File: src/rtl/core/sfr_pkg.sv
// Shared types and constants for the stream find-and-replace block.
package sfr_pkg;

  localparam int unsigned LEN_W  = 5;
  localparam int unsigned DATA_W = 64;
  localparam int unsigned ADDR_W = 6;
  localparam int unsigned IDX_W  = 3;

  localparam logic [IDX_W-1:0] REG_PAT_LEN  = 3'd0;
  localparam logic [IDX_W-1:0] REG_PAT_LOW  = 3'd1;
  localparam logic [IDX_W-1:0] REG_PAT_HIGH = 3'd2;
  localparam logic [IDX_W-1:0] REG_REP_LEN  = 3'd3;
  localparam logic [IDX_W-1:0] REG_REP_LOW  = 3'd4;
  localparam logic [IDX_W-1:0] REG_REP_HIGH = 3'd5;

  typedef enum logic [1:0] {
    ST_IDLE,
    ST_DRAIN,
    ST_REPLACE
  } state_e;

  typedef enum logic [2:0] {
    WIN_HOLD,
    WIN_PUSH,
    WIN_PUSH_POP,
    WIN_POP,
    WIN_CLEAR
  } win_op_e;

  typedef enum logic {
    OSEL_OLDEST,
    OSEL_REPL
  } out_sel_e;

  typedef struct packed {
    win_op_e  win_op;
    logic     out_load;
    out_sel_e out_sel;
    logic     out_last;
    logic     rep_start;
    logic     rep_step;
    logic     stop_load;
  } cmd_t;

  typedef struct packed {
    logic out_free;
    logic in_last;
    logic at_len;
    logic over;
    logic match;
    logic acc_done;
    logic drain_done;
    logic rep_first_done;
    logic rep_done;
  } status_t;

endpackage

File: src/rtl/core/stream_find_replace.sv
// Streaming find-and-replace: top level joining registers, controller and datapath.
// An input's first result appears in the output register in the cycle after its acceptance.
// Input flow: a byte yielding at most one result frees the input unless the output stalls; a
//   byte yielding several stalls the input until its last result enters the single output register.
// Reset: window empty, controller idle, output invalid; lengths reset to 1, byte regs to 0.
module stream_find_replace import sfr_pkg::*; #(
  parameter int unsigned MAX_PATTERN = 16,
  parameter int unsigned MAX_REPLACE = 16
) (
  input  logic              clk_i,
  input  logic              rst_ni,
  input  logic              in_valid_i,
  output logic              in_stall_o,
  input  logic [7:0]        in_byte_i,
  input  logic              stream_end_i,
  output logic              out_valid_o,
  input  logic              out_stall_i,
  output logic [7:0]        out_byte_o,
  output logic              run_last_o,
  input  logic              psel,
  input  logic              penable,
  input  logic              pwrite,
  input  logic [ADDR_W-1:0] paddr,
  input  logic [DATA_W-1:0] pwdata,
  output logic [DATA_W-1:0] prdata,
  output logic              pready
);

  logic [LEN_W-1:0]    pat_len, rep_len;
  logic [2*DATA_W-1:0] pat_bytes, rep_bytes;
  cmd_t                cmd;
  status_t             status;

  sfr_regs u_regs (
    .clk_i       (clk_i),
    .rst_ni      (rst_ni),
    .psel        (psel),
    .penable     (penable),
    .pwrite      (pwrite),
    .paddr       (paddr),
    .pwdata      (pwdata),
    .prdata      (prdata),
    .pready      (pready),
    .pat_len_o   (pat_len),
    .pat_bytes_o (pat_bytes),
    .rep_len_o   (rep_len),
    .rep_bytes_o (rep_bytes)
  );

  sfr_ctrl u_ctrl (
    .clk_i      (clk_i),
    .rst_ni     (rst_ni),
    .in_valid_i (in_valid_i),
    .in_stall_o (in_stall_o),
    .status_i   (status),
    .cmd_o      (cmd)
  );

  sfr_datapath #(
    .MAX_PATTERN (MAX_PATTERN),
    .MAX_REPLACE (MAX_REPLACE)
  ) u_datapath (
    .clk_i        (clk_i),
    .rst_ni       (rst_ni),
    .in_byte_i    (in_byte_i),
    .stream_end_i (stream_end_i),
    .pat_len_i    (pat_len),
    .pat_bytes_i  (pat_bytes),
    .rep_len_i    (rep_len),
    .rep_bytes_i  (rep_bytes),
    .cmd_i        (cmd),
    .status_o     (status),
    .out_stall_i  (out_stall_i),
    .out_valid_o  (out_valid_o),
    .out_byte_o   (out_byte_o),
    .run_last_o   (run_last_o)
  );

endmodule

File: src/rtl/core/sfr_regs.sv
// Configuration register file behind the APB-style port.
module sfr_regs import sfr_pkg::*; (
  input  logic                 clk_i,
  input  logic                 rst_ni,
  input  logic                 psel,
  input  logic                 penable,
  input  logic                 pwrite,
  input  logic [ADDR_W-1:0]    paddr,
  input  logic [DATA_W-1:0]    pwdata,
  output logic [DATA_W-1:0]    prdata,
  output logic                 pready,
  output logic [LEN_W-1:0]     pat_len_o,
  output logic [2*DATA_W-1:0]  pat_bytes_o,
  output logic [LEN_W-1:0]     rep_len_o,
  output logic [2*DATA_W-1:0]  rep_bytes_o
);

  logic [LEN_W-1:0]  pat_len_q, rep_len_q;
  logic [DATA_W-1:0] pat_low_q, pat_high_q, rep_low_q, rep_high_q;
  logic [IDX_W-1:0]  reg_idx;
  logic              wr_en;

  assign reg_idx = paddr[ADDR_W-1:ADDR_W-IDX_W];
  assign wr_en   = psel && penable && pwrite;
  assign pready  = 1'b1;

  always_ff @(posedge clk_i or negedge rst_ni) begin
    if (!rst_ni) begin
      pat_len_q  <= LEN_W'(1);
      pat_low_q  <= '0;
      pat_high_q <= '0;
      rep_len_q  <= LEN_W'(1);
      rep_low_q  <= '0;
      rep_high_q <= '0;
    end else if (wr_en) begin
      unique case (reg_idx)
        REG_PAT_LEN:  pat_len_q  <= pwdata[LEN_W-1:0];
        REG_PAT_LOW:  pat_low_q  <= pwdata;
        REG_PAT_HIGH: pat_high_q <= pwdata;
        REG_REP_LEN:  rep_len_q  <= pwdata[LEN_W-1:0];
        REG_REP_LOW:  rep_low_q  <= pwdata;
        REG_REP_HIGH: rep_high_q <= pwdata;
        default: ;
      endcase
    end
  end

  always_comb begin
    unique case (reg_idx)
      REG_PAT_LEN:  prdata = DATA_W'(pat_len_q);
      REG_PAT_LOW:  prdata = pat_low_q;
      REG_PAT_HIGH: prdata = pat_high_q;
      REG_REP_LEN:  prdata = DATA_W'(rep_len_q);
      REG_REP_LOW:  prdata = rep_low_q;
      REG_REP_HIGH: prdata = rep_high_q;
      default:      prdata = '0;
    endcase
  end

  assign pat_len_o   = pat_len_q;
  assign pat_bytes_o = {pat_high_q, pat_low_q};
  assign rep_len_o   = rep_len_q;
  assign rep_bytes_o = {rep_high_q, rep_low_q};

endmodule

File: src/rtl/core/sfr_datapath.sv
// Datapath: byte window, pattern compare, replacement index and output register.
module sfr_datapath import sfr_pkg::*; #(
  parameter int unsigned MAX_PATTERN = 16,
  parameter int unsigned MAX_REPLACE = 16
) (
  input  logic                clk_i,
  input  logic                rst_ni,
  input  logic [7:0]          in_byte_i,
  input  logic                stream_end_i,
  input  logic [LEN_W-1:0]    pat_len_i,
  input  logic [2*DATA_W-1:0] pat_bytes_i,
  input  logic [LEN_W-1:0]    rep_len_i,
  input  logic [2*DATA_W-1:0] rep_bytes_i,
  input  cmd_t                cmd_i,
  output status_t             status_o,
  input  logic                out_stall_i,
  output logic                out_valid_o,
  output logic [7:0]          out_byte_o,
  output logic                run_last_o
);

  localparam int unsigned FW  = $clog2(MAX_PATTERN + 1);
  localparam int unsigned RLW = $clog2(MAX_REPLACE + 1);
  localparam int unsigned RIW = (MAX_REPLACE > 1) ? $clog2(MAX_REPLACE) : 1;

  logic [7:0]     win_q [MAX_PATTERN];
  logic [7:0]     win_d [MAX_PATTERN];
  logic [7:0]     shifted [MAX_PATTERN];
  logic [FW-1:0]  fill_q, fill_d, fill_m1;
  logic [FW-1:0]  stop_q, stop_d, stop_in;
  logic [FW-1:0]  plen, plen_m1;
  logic [RLW-1:0] rlen, rlen_m1;
  logic [RIW-1:0] rep_idx_q, rep_idx_d, rep_sel;
  logic [MAX_PATTERN-1:0] lane_ok;
  logic [7:0]     cand;
  logic [7:0]     oldest, repl_byte, out_byte_d;
  logic           out_valid_q, out_valid_d;
  logic [7:0]     out_byte_q;
  logic           run_last_q, run_last_d;
  logic           out_free;

  // lengths of 0 act as 1, lengths above the maximum saturate
  assign plen = (pat_len_i == '0) ? FW'(1) :
                (pat_len_i > LEN_W'(MAX_PATTERN)) ? FW'(MAX_PATTERN) : FW'(pat_len_i);
  assign rlen = (rep_len_i == '0) ? RLW'(1) :
                (rep_len_i > LEN_W'(MAX_REPLACE)) ? RLW'(MAX_REPLACE) : RLW'(rep_len_i);
  assign plen_m1 = plen - FW'(1);
  assign rlen_m1 = rlen - RLW'(1);
  assign fill_m1 = fill_q - FW'(1);

  // compare window plus incoming byte against the pattern, lane by lane
  always_comb begin
    cand = '0;
    for (int i = 0; i < MAX_PATTERN; i++) begin
      cand       = (FW'(i) == fill_q) ? in_byte_i : win_q[i];
      lane_ok[i] = (FW'(i) >= plen) || (cand == pat_bytes_i[8*i +: 8]);
    end
  end

  always_comb begin
    shifted[MAX_PATTERN-1] = win_q[MAX_PATTERN-1];
    for (int i = 0; i < MAX_PATTERN - 1; i++) begin
      shifted[i] = win_q[i+1];
    end
  end

  always_comb begin
    fill_d = fill_q;
    for (int i = 0; i < MAX_PATTERN; i++) begin
      win_d[i] = win_q[i];
    end
    unique case (cmd_i.win_op)
      WIN_HOLD: ;
      WIN_PUSH: begin
        for (int i = 0; i < MAX_PATTERN; i++) begin
          if (FW'(i) == fill_q) win_d[i] = in_byte_i;
        end
        fill_d = fill_q + FW'(1);
      end
      WIN_PUSH_POP: begin
        // oldest leaves, new byte lands at the tail; fill is unchanged
        for (int i = 0; i < MAX_PATTERN; i++) begin
          win_d[i] = (FW'(i) == fill_m1) ? in_byte_i : shifted[i];
        end
      end
      WIN_POP: begin
        for (int i = 0; i < MAX_PATTERN; i++) begin
          win_d[i] = shifted[i];
        end
        fill_d = fill_m1;
      end
      WIN_CLEAR: fill_d = '0;
      default: ;
    endcase
  end

  always_ff @(posedge clk_i) begin
    for (int i = 0; i < MAX_PATTERN; i++) begin
      win_q[i] <= win_d[i];
    end
  end

  assign stop_in = stream_end_i ? '0 : plen_m1;
  assign stop_d  = cmd_i.stop_load ? stop_in : stop_q;

  assign rep_sel   = cmd_i.rep_start ? '0 : rep_idx_q;
  assign rep_idx_d = (cmd_i.rep_start || cmd_i.rep_step) ? rep_sel + RIW'(1) : rep_idx_q;
  assign repl_byte = rep_bytes_i[{4'(rep_sel), 3'b000} +: 8];

  always_ff @(posedge clk_i or negedge rst_ni) begin
    if (!rst_ni) begin
      fill_q    <= '0;
      stop_q    <= '0;
      rep_idx_q <= '0;
    end else begin
      fill_q    <= fill_d;
      stop_q    <= stop_d;
      rep_idx_q <= rep_idx_d;
    end
  end

  // output register
  assign out_free   = !out_valid_q || !out_stall_i;
  assign oldest     = (fill_q == '0) ? in_byte_i : win_q[0];
  assign out_byte_d = (cmd_i.out_sel == OSEL_REPL) ? repl_byte : oldest;

  always_comb begin
    out_valid_d = out_valid_q;
    run_last_d  = run_last_q;
    if (cmd_i.out_load) begin
      out_valid_d = 1'b1;
      run_last_d  = cmd_i.out_last;
    end else if (!out_stall_i) begin
      out_valid_d = 1'b0;
    end
  end

  always_ff @(posedge clk_i or negedge rst_ni) begin
    if (!rst_ni) begin
      out_valid_q <= 1'b0;
      run_last_q  <= 1'b0;
    end else begin
      out_valid_q <= out_valid_d;
      run_last_q  <= run_last_d;
    end
  end

  always_ff @(posedge clk_i) begin
    if (cmd_i.out_load) out_byte_q <= out_byte_d;
  end

  assign out_valid_o = out_valid_q;
  assign out_byte_o  = out_byte_q;
  assign run_last_o  = run_last_q;

  assign status_o.out_free       = out_free;
  assign status_o.in_last        = stream_end_i;
  assign status_o.at_len         = (fill_q == plen_m1);
  assign status_o.over           = (fill_q > plen_m1);
  assign status_o.match          = &lane_ok;
  assign status_o.acc_done       = (fill_q == stop_in);
  assign status_o.drain_done     = (fill_q == stop_q + FW'(1));
  assign status_o.rep_first_done = (rlen == RLW'(1));
  assign status_o.rep_done       = (RLW'(rep_idx_q) == rlen_m1);

endmodule

File: src/rtl/core/sfr_ctrl.sv
// Controller: accepts input transactions and sequences drain and replacement bursts.
module sfr_ctrl import sfr_pkg::*; (
  input  logic    clk_i,
  input  logic    rst_ni,
  input  logic    in_valid_i,
  output logic    in_stall_o,
  input  status_t status_i,
  output cmd_t    cmd_o
);

  state_e state_q, state_d;
  logic   accept, acc_match, acc_pop;

  assign accept    = in_valid_i && (state_q == ST_IDLE) && status_i.out_free;
  assign acc_match = accept && status_i.at_len && status_i.match;
  // mismatch at full length, window over length, or stream end all pop the oldest
  assign acc_pop   = accept && !acc_match &&
                     (status_i.at_len || status_i.over || status_i.in_last);

  always_comb begin
    state_d = state_q;
    unique case (state_q)
      ST_IDLE: begin
        if (acc_match && !status_i.rep_first_done) state_d = ST_REPLACE;
        else if (acc_pop && !status_i.acc_done)     state_d = ST_DRAIN;
      end
      ST_DRAIN: begin
        if (status_i.out_free && status_i.drain_done) state_d = ST_IDLE;
      end
      ST_REPLACE: begin
        if (status_i.out_free && status_i.rep_done) state_d = ST_IDLE;
      end
      default: state_d = ST_IDLE;
    endcase
  end

  always_comb begin
    cmd_o      = '0;
    cmd_o.win_op  = WIN_HOLD;
    cmd_o.out_sel = OSEL_OLDEST;
    in_stall_o = !((state_q == ST_IDLE) && status_i.out_free);
    unique case (state_q)
      ST_IDLE: begin
        if (acc_match) begin
          cmd_o.win_op    = WIN_CLEAR;
          cmd_o.out_load  = 1'b1;
          cmd_o.out_sel   = OSEL_REPL;
          cmd_o.rep_start = 1'b1;
          cmd_o.out_last  = status_i.rep_first_done;
        end else if (acc_pop) begin
          cmd_o.win_op    = WIN_PUSH_POP;
          cmd_o.out_load  = 1'b1;
          cmd_o.stop_load = 1'b1;
          cmd_o.out_last  = status_i.acc_done;
        end else if (accept) begin
          cmd_o.win_op    = WIN_PUSH;
        end
      end
      ST_DRAIN: begin
        if (status_i.out_free) begin
          cmd_o.win_op   = WIN_POP;
          cmd_o.out_load = 1'b1;
          cmd_o.out_last = status_i.drain_done;
        end
      end
      ST_REPLACE: begin
        if (status_i.out_free) begin
          cmd_o.out_load = 1'b1;
          cmd_o.out_sel  = OSEL_REPL;
          cmd_o.rep_step = 1'b1;
          cmd_o.out_last = status_i.rep_done;
        end
      end
      default: ;
    endcase
  end

  always_ff @(posedge clk_i or negedge rst_ni) begin
    if (!rst_ni) state_q <= ST_IDLE;
    else         state_q <= state_d;
  end

endmodule
File: config.mk
export PLATFORM = sky130hd
export DESIGN_NAME = stream_find_replace
export DESIGN_NICKNAME = d
export VERILOG_FILES = /design/src/rtl/core/sfr_pkg.sv /design/src/rtl/core/stream_find_replace.sv /design/src/rtl/core/sfr_regs.sv /design/src/rtl/core/sfr_datapath.sv /design/src/rtl/core/sfr_ctrl.sv
export SDC_FILE = /design/constraint.sdc
export NUM_CORES = 1
export LEC_CHECK = 0
export CAP_MARGIN = 40
export CORE_MARGIN = 2
export CORE_UTILIZATION = 30
export DETAILED_ROUTE_END_ITERATION = 12
export DONT_BUFFER_PORTS = 1
export GPL_ROUTABILITY_DRIVEN = 0
export PLACE_DENSITY = 0.46
export SLEW_MARGIN = 20
export SYNTH_ARGS = -nofsm -noshare
export SYNTH_HDL_FRONTEND = slang
export SYNTH_SLANG_ARGS = --single-unit
File: constraint.sdc
create_clock -name clk_i -period 19.75 [get_ports clk_i]
set_input_delay 0.9875 -clock clk_i [delete_from_list [all_inputs] [get_ports clk_i]]
set_output_delay 0.9875 -clock clk_i [all_outputs]
set_load 0.005 [all_outputs]
Yosys cells after proc, flatten, opt, wreduce, memory -nomap -nowiden
Memories as Yosys holds them, arrays and structs flattened.
Cells that the tools add are included.
{ "word_totals": {"reg_bits": 292, "ram_bits": 128, "input_bits": 86, "out_inout_bits": 76, "word_cells": 228, "memories": 1} }
{ "memory_table": {"columns": ["name", "depth", "word_bits", "rd", "rd_clocked_by_memory_dff", "write_ports", "line", "text"], "rows": [
  ["u_datapath.win_q", 16, 8, 16, 0, 16, "sfr_datapath.sv:26", "logic [7:0] win_q [MAX_PATTERN];"]
]} }
{ "op_classes": {"addsub": 6, "n_lt_le_gt_ge": 19, "n_eq_ne": 66, "shift": 1, "mux": 68, "reduce_logical": 54} }
{ "op_table": {"columns": ["cell", "count"], "rows": [
  ["$pmux 128 s3", 1],
  ["$pmux 64 s6", 1],
  ["$mux 8", 33],
  ["$eq 8x8->1", 16],
  ["$shiftx 128x8->8", 1],
  ["$eq 4x5->1 const A", 16],
  ["$eq 3x5->1 const A", 8],
  ["$ge 4x5->1 const A", 8],
  ["$mux 5", 5],
  ["$eq 2x5->1 const A", 4],
  ["$ge 3x5->1 const A", 4],
  ["$logic_not 5->1", 4],
  ["$logic_or 1x1->1", 20],
  ["$reduce_and 16->1", 1],
  ["$eq 5x5->1", 3],
  ["$pmux 5 s3", 1],
  ["$sub 5x1->5 const B", 3],
  ["$logic_and 1x1->1", 13],
  ["$mux 1", 13],
  ["$eq 3x2->1 const B", 4],
  ["$reduce_and 2->1", 6],
  ["$add 5x1->5 const B", 2],
  ["$eq 1x5->1 const A", 2],
  ["$ge 1x5->1 const A", 2],
  ["other kinds (24)", 43]
]} }

Longest topological paths before layout
Gate-level depths: netlist of the first run.
{ "logic_depth": {"word_depth": 15, "mapped_depth": 20} }

Hierarchy
Synthesis of the first run repeated with hierarchy kept, for this count alone.
{ "hier_totals": {"cells_unflattened": 2269, "hier_area_um2": 25072.8} }
{ "by_module_without_submodules": {"columns": ["module", "n_inst", "cells_each", "area_each_um2"], "rows": [
  ["sfr_datapath", 1, 1426, 13078.8],
  ["sfr_regs", 1, 813, 11750.0],
  ["sfr_ctrl", 1, 30, 244.0]
]} }

Worst setup path after synthesis of the first run
No wires, ideal clock.
{ "synth_timing": {"kind": "flip-flop to flip-flop", "startpoint": "register u_datapath.fill_q[2] (netlist name)", "endpoint": "memory u_datapath.win_q[0][0], enable pin", "arrival_ns": 11.445, "setup_slack_ns": 7.540, "stages_incl_launch_ff": 16, "path_buffers": 7, "cell_sequence": "dfrtp_1 buf_4 buf_4 clkbuf_1 buf_1 and3_1 ha_1 buf_1 mux2i_1 xor2_1 nand4_1 o41ai_4 and3_1 clkbuf_1 clkbuf_1 o21ai_0"} }
{ "synth_lines": {"columns": ["element", "line"], "rows": [
  ["end: declaration", "sfr_datapath.sv:26"]
]} }

==> flow_summary.json, run 1 <==
{
  "top_layer_used": "met5",
  "fmax_ghz": 0.150,
  "grt_max_degree": 285,
  "synth_edf_count": 136,
  "rsz0062_at_grt": "false",
  "cts_buffers": 47,
  "ios": 162,
  "yosysTopAreaCellShare": 0.279,
  "skew_ns": 0.0333,
  "crit_arrival_ns": 7.01,
  "placed_cell_area_um2": 26400,
  "cts_resized": 0,
  "die_y_um": 294,
  "netlist_area_um2": 25300,
  "fp.coreArea_um2": 83600,
  "vias": 20800,
  "end_kind": "flip-flop",
  "setup_violations": 0,
  "status": "finished clean",
  "grt_pass1_vias": 19800,
  "cts_sinks": 420,
  "max_slew_margin": 0.156,
  "ys.flop_type": "dfrtp_1",
  "async_flop_share": 0.676,
  "cp.required_ns": 20.11,
  "layout-drive-gt1-share": 0.189,
  "routed_via_density": 6.11,
  "postLayoutCoreUtil": 0.335,
  "htreeDepth": 2,
  "clock_latency_ns": 0.62,
  "clk_pin_slew_ns": 0.06,
  "dr.pass1.iters": 6,
  "synth_nets": 2475,
  "grt.total_usage": 0.237,
  "yosysMostFrequentCell": "dfrtp_1",
  "finalCriticalPeriod_ns": 6.66,
  "yosysWarningCount": 0,
  "finalHoldViolations": 0,
  "wl_per_cell_um": 30.9,
  "rrSetupSlack_ns": 13.09,
  "io_buffers": 0,
  "route.met2.wl_um": 46300,
  "rows": 106,
  "synth.avg_cell_area_um2": 10.7,
  "clock-root-buffer": "clkbuf_16",
  "register_area_um2": 11200,
  "multi_input_area_um2": 13100,
  "worstMarginPinSlew_ns": 1.27,
  "worst-r2r-cell-count": 14,
  "hold-worst-slack_ns": 0.119,
  "p_per_area_nw_per_um2": 144,
  "worstPathCellList": "inv_1 > ha_1 > nor4bb_2 > buf_4 > mux2i_1 > o2bb2ai_1 > a221o_1 > o31ai_1 > o2111ai_1 > nor4b_4 > a31o_4 > buf_4 > mux2i_1 > a221o_1",
  "grt_pass1_wl_um": 148000,
  "fin_crit_sh": 0.337,
  "drc": 0,
  "hpwl_um": 74700,
  "nets": 2395,
  "stdcell_area_um2": 28000,
  "p_leak_nw": 11.4,
  "cts_tree": "yes",
  "hold_buffers": 0,
  "rr_endpoint": "u_datapath.win_q[3][7]",
  "ant_nets": 0,
  "drtIter0Drc": 2450,
  "wl_met3_um": 10800,
  "area_growth_pct": 10.7,
  "tns_ns": 0,
  "antenna_found_initial": 5,
  "synth.area.top_cells": "dfrtp_1 28%, edfxtp_1 16%, mux2_2 11%",
  "fillers": 8434,
  "routed_wl_um": 105000,
  "min_path_type": "input port to async pin",
  "cpPeakStageDelay_ns": 0.80,
  "ys_seq_area_frac": 0.443,
  "grt-ovfl-total": 0,
  "ys_types": 84,
  "worstSetupPathType": "flip-flop to flip-flop",
  "drv_cap": 0,
  "cts_max_path_buffers": 3,
  "cp-start-kind": "flip-flop",
  "yosys.area.top_type": "dfrtp_1",
  "cpMaxStageDelayCell": "o31ai_1",
  "synth_commonest_cells": "282 x dfrtp_1, 250 x mux2_2, 198 x nand2_1",
  "drt-met1-wl_um": 43700,
  "die_w_um": 294,
  "fp.dieArea_um2": 86600,
  "finalMaxSlewViolations": 0,
  "postSynthCellCount": 2370,
  "rr_startpoint": "u_datapath.fill_q[0]",
  "cts_setup_buffers": 0,
  "cp_max_fo": 73,
  "initial_core_util": 0.302,
  "vdd_ir_drop_max_mv": 0.0656,
  "ys_ff_latch": 420
}
==> routing by layer <==
metal	GRT usage	vias to the layer above
met5	0	-
met4	0.0884	2
met3	0.0723	182
met2	0.358	1057
met1	0.318	10700
li1	-	8874
==> through the flow <==
stage / power, mW / instances / worst slack (ns)
3_3_place_gp: 3.06 / 3311 / 12.96
5_1_grt: 4.23 / 3406 / 12.80
4_1_cts: 4.01 / 3404 / 13.28
2_1_floorplan: 2.58 / 2370 / 7.54
3_5_place_dp: 3.10 / 3319 / 13.29
6_report: 4.04 / 3407 / 13.09
==> report_power, final <==
| group | internal, mW | switching (mW) | total [mW] | leakage (nW) |
|---|---|---|---|---|
| Sequential | 1.28 | 0.388 | 1.67 | 4.91 |
| Clock | 0.502 | 0.395 | 0.897 | 0.761 |
| Combinational | 0.643 | 0.827 | 1.47 | 5.69 |
==> flip-flops by register name, summed over array words and instances (netlist names), 8 cells and up <==
register,count
u_regs.rep_low_q,64
u_datapath.win_q,128
u_regs.pat_high_q,64
u_regs.pat_low_q,64
u_regs.rep_high_q,64
u_datapath.out_byte_o,8
==> worst max-delay path: cells and delay by family, from the launching register on <==
kind / cells / cell delay [ns]
AO/OA/AOI/OAI: 6 / 2.58
adder cells (fa/ha/maj): 1 / 0.43
buffers and inverters: 3 / 1.21
flip-flops: 1 / 0.51
multiplexers: 2 / 0.58
AND/OR/NAND/NOR: 2 / 0.97
==> cells in the final DEF (no fill, tap or decap), drive strengths merged, types with 64 or more instances in the layout <==
cell,n
o21ai,81
inv,108
dfrtp,282
nor2,95
edfxtp,136
mux2,250
and3,99
clkbuf,67
mux2i,64
a22oi,136
a221o,102
nand2,198
==> cell families after synthesis <==
family,Yosys count,share of synthesized area
xor+xnor,94,0.0326
fa+ha+maj,19,0.00941
compound gates,594,0.182
simple gates,623,0.128
other cells,1,0.000148
flops,420,0.443
buf+inv,280,0.0453
mux,339,0.159
==> area by class of cell <==
| cell class | count | area share |
|---|---|---|
| clock buffers | 66 | 0.0478 |
| repair buffers | 43 | 0.0157 |
| clock inverters | 19 | 0.00702 |
| diodes | 1 | 0.0000894 |
| multi-input cells | 1670 | 0.467 |
| well taps | 1080 | 0.0483 |
| flip-flops and latches | 420 | 0.400 |
| inverters | 108 | 0.0145 |
==> how the worst max path moves through the flow <==
stage                               startpoint                 endpoint  slack (ns)  depth (start not counted)
after floorplan           u_datapath.fill_q[2]   u_datapath.win_q[0][0]        7.54                         15
after global placement    u_datapath.fill_q[0]   u_datapath.win_q[2][9]       12.96                         12
after detailed placement  u_datapath.fill_q[0]  u_datapath.win_q[6][13]       13.29                         14
after CTS                 u_datapath.fill_q[0]   u_datapath.win_q[3][7]       13.28                         14
after global routing      u_datapath.fill_q[1]   u_datapath.win_q[1][8]       12.80                         13
final                     u_datapath.fill_q[0]   u_datapath.win_q[3][7]       13.09                         14
Note: power is estimated with default switching activity, not from simulation.
==> inputs of run 2 (changes only) <==
Settings changed: PLACE_DENSITY 0.46 to 0.47.
Clock period 19.75 ns to 5.8 ns, I/O delays scaled along.
==> flow_summary.json, run 2 (same netlist as run 1, synthesis figures left out) <==
{
  "violations": "negative hold slack",
  "rsz0062_at_grt": "false",
  "cp-startpoint": "u_datapath.fill_q[0]",
  "finalNonFillerCells": 3518,
  "antenna_found_initial": 4,
  "die_w_um": 294,
  "ios": 162,
  "hold-worst-slack_ns": -0.597,
  "fillers": 8327,
  "drtIter0Drc": 2709,
  "dp_slack_ns": 0.430,
  "htreeDepth": 2,
  "cts_sinks": 420,
  "rr_endpoint": "u_datapath.win_q[4][3]",
  "grt_pass1_vias": 20700,
  "grt_pass1_wl_um": 155000,
  "cts_tree": "yes",
  "min_path_type": "input port to async pin",
  "cp_max_fo": 22,
  "vias": 21600,
  "die_y_um": 294,
  "p_leak_nw": 11.9,
  "skew_ns": 0.0333,
  "regMostFlops": "u_datapath.win_q",
  "critPathCapture": "u_datapath.win_q[4][3]",
  "wl_per_cell_um": 31.2,
  "hold_buffers": 75,
  "cpPeakStageDelay_ns": 0.59,
  "drv_cap": 0,
  "area_growth_pct": 15.9,
  "clk_pin_slew_ns": 0.06,
  "routed_via_density": 6.15,
  "worstPathCellList": "inv_1 > ha_1 > nand4b_4 > mux2i_1 > xor2_1 > o211ai_1 > o32ai_1 > o2111ai_1 > nor4b_4 > a31o_4 > buf_12 > mux2i_1 > a221o_1",
  "ant_nets": 0,
  "routed_wl_um": 110000,
  "layout-drive-gt1-share": 0.200,
  "dr.pass1.iters": 5,
  "cp-start-kind": "flip-flop",
  "grt.total_usage": 0.248,
  "fp.dieArea_um2": 86600,
  "clock_latency_ns": 0.62,
  "rrSetupSlack_ns": 0.23,
  "status": "finished with violations",
  "hpwl_um": 75600,
  "cpMaxStageDelayCell": "mux2i_1",
  "critical_path.most_common_cell": "mux2i_1",
  "finalMaxSlewViolations": 0,
  "largest_reg_flops": 128,
  "worst-r2r-cell-count": 13,
  "tns_ns": 0,
  "finalHoldViolations": 284,
  "setup_violations": 0,
  "vdd_ir_drop_max_mv": 0.294,
  "placed_cell_area_um2": 26700,
  "rows": 106,
  "rr_startpoint": "u_datapath.fill_q[0]",
  "end_kind": "flip-flop",
  "postLayoutCoreUtil": 0.350,
  "worstSetupPathType": "flip-flop to flip-flop",
  "nets": 2498,
  "max_slew_margin": 0.139,
  "cts_max_path_buffers": 3,
  "fmax_ghz": 0.180,
  "fp.coreArea_um2": 83600,
  "grt_max_degree": 285,
  "stdcell_area_um2": 29300,
  "clock-root-buffer": "clkbuf_16",
  "most-common-layout-cells": "280 x dfrtp_1, 250 x mux2_2, 198 x nand2_1",
  "cp.required_ns": 6.26,
  "fin_crit_sh": 0.960,
  "io_buffers": 0,
  "drc": 0,
  "final_common_cell": "dfrtp_1",
  "cts_buffers": 48,
  "grt-ovfl-total": 0,
  "worstMarginPinSlew_ns": 1.29,
  "finalCriticalPeriod_ns": 5.57,
  "fin_ws_ns": 0.231,
  "dpl.cell_count": 3345,
  "p_per_area_nw_per_um2": 485,
  "initial_core_util": 0.302,
  "crit_arrival_ns": 6.03
}
[run 2: cell types whose count changed in the layout (fill, tap and decap cells not counted), sizes merged]
cell and delta:
dlygate4sd3 +67, buf +36, clkinv +2, inv -1
clkbuf -8, bufinv +5, clkinvlp +6, diode +4
[run 2: repair_timing]
| item | 4_1_cts | 5_1_grt |
|---|---|---|
| endpoints found under the setup margin | 0 | 38 |
| buffers inserted | 0 | 1 |
| resized for setup | 0 | 2 |
| endpoints found under the hold margin | 681 | 284 |
[run 2: final cells by class]
cell class | instances | area [um^2] | area share
well taps | 1080 | 1350 | 0.0461
flip-flops and latches | 420 | 11200 | 0.382
clock inverters | 31 | 388 | 0.0132
inverters | 108 | 405 | 0.0138
diodes | 5 | 12.5 | 0.000427
repair buffers | 145 | 1560 | 0.0532
multi-input cells | 1670 | 13100 | 0.446
clock buffers | 59 | 1310 | 0.0446
[run 2: critical path: cells and delay by family, from the launching register on]
kind                     cells  cell delay [ns]
flip-flops                   1             0.53
buffers and inverters        2             0.52
AO/OA/AOI/OAI                5             1.79
multiplexers                 2             1.03
XOR/XNOR                     1             0.18
AND/OR/NAND/NOR              2             0.87
adder cells (fa/ha/maj)      1             0.46
[run 2: per-stage QoR]
step	hold slack (ns)	power (mW)
floorplan	-0.00559	8.69
global placement	0.0286	10.5
detailed placement	0.0286	10.6
CTS	-0.612	14.0
global route	-0.621	14.8
finish	-0.597	14.2
[run 2: power breakdown]
group | internal, mW | switching, mW
sequential | 4.37 | 1.34
combinational | 2.28 | 2.91
clock | 1.93 | 1.38
total | 8.57 | 5.63
[run 2: per-layer routing]
metal | GRT usage | vias up | share of wire
met4 | 0.0866 | 2 | 0.036
met5 | 0 | - | 0.00012
li1 | - | 9101 | -
met1 | 0.354 | 11100 | 0.43
met3 | 0.0508 | 188 | 0.096
met2 | 0.369 | 1212 | 0.44
[run 2: how the worst min path moves through the flow]
stage / end / slack, ns / cells past startpoint
after floorplan: u_ctrl.state_q[0] / -0.006 / 0
after global placement: u_datapath.stop_q[1] / 0.03 / 0
after detailed placement: u_datapath.stop_q[1] / 0.03 / 0
after CTS: u_datapath.fill_q[2] / -0.61 / 0
after global routing: u_datapath.fill_q[2] / -0.62 / 0
final: u_datapath.stop_q[1] / -0.60 / 0
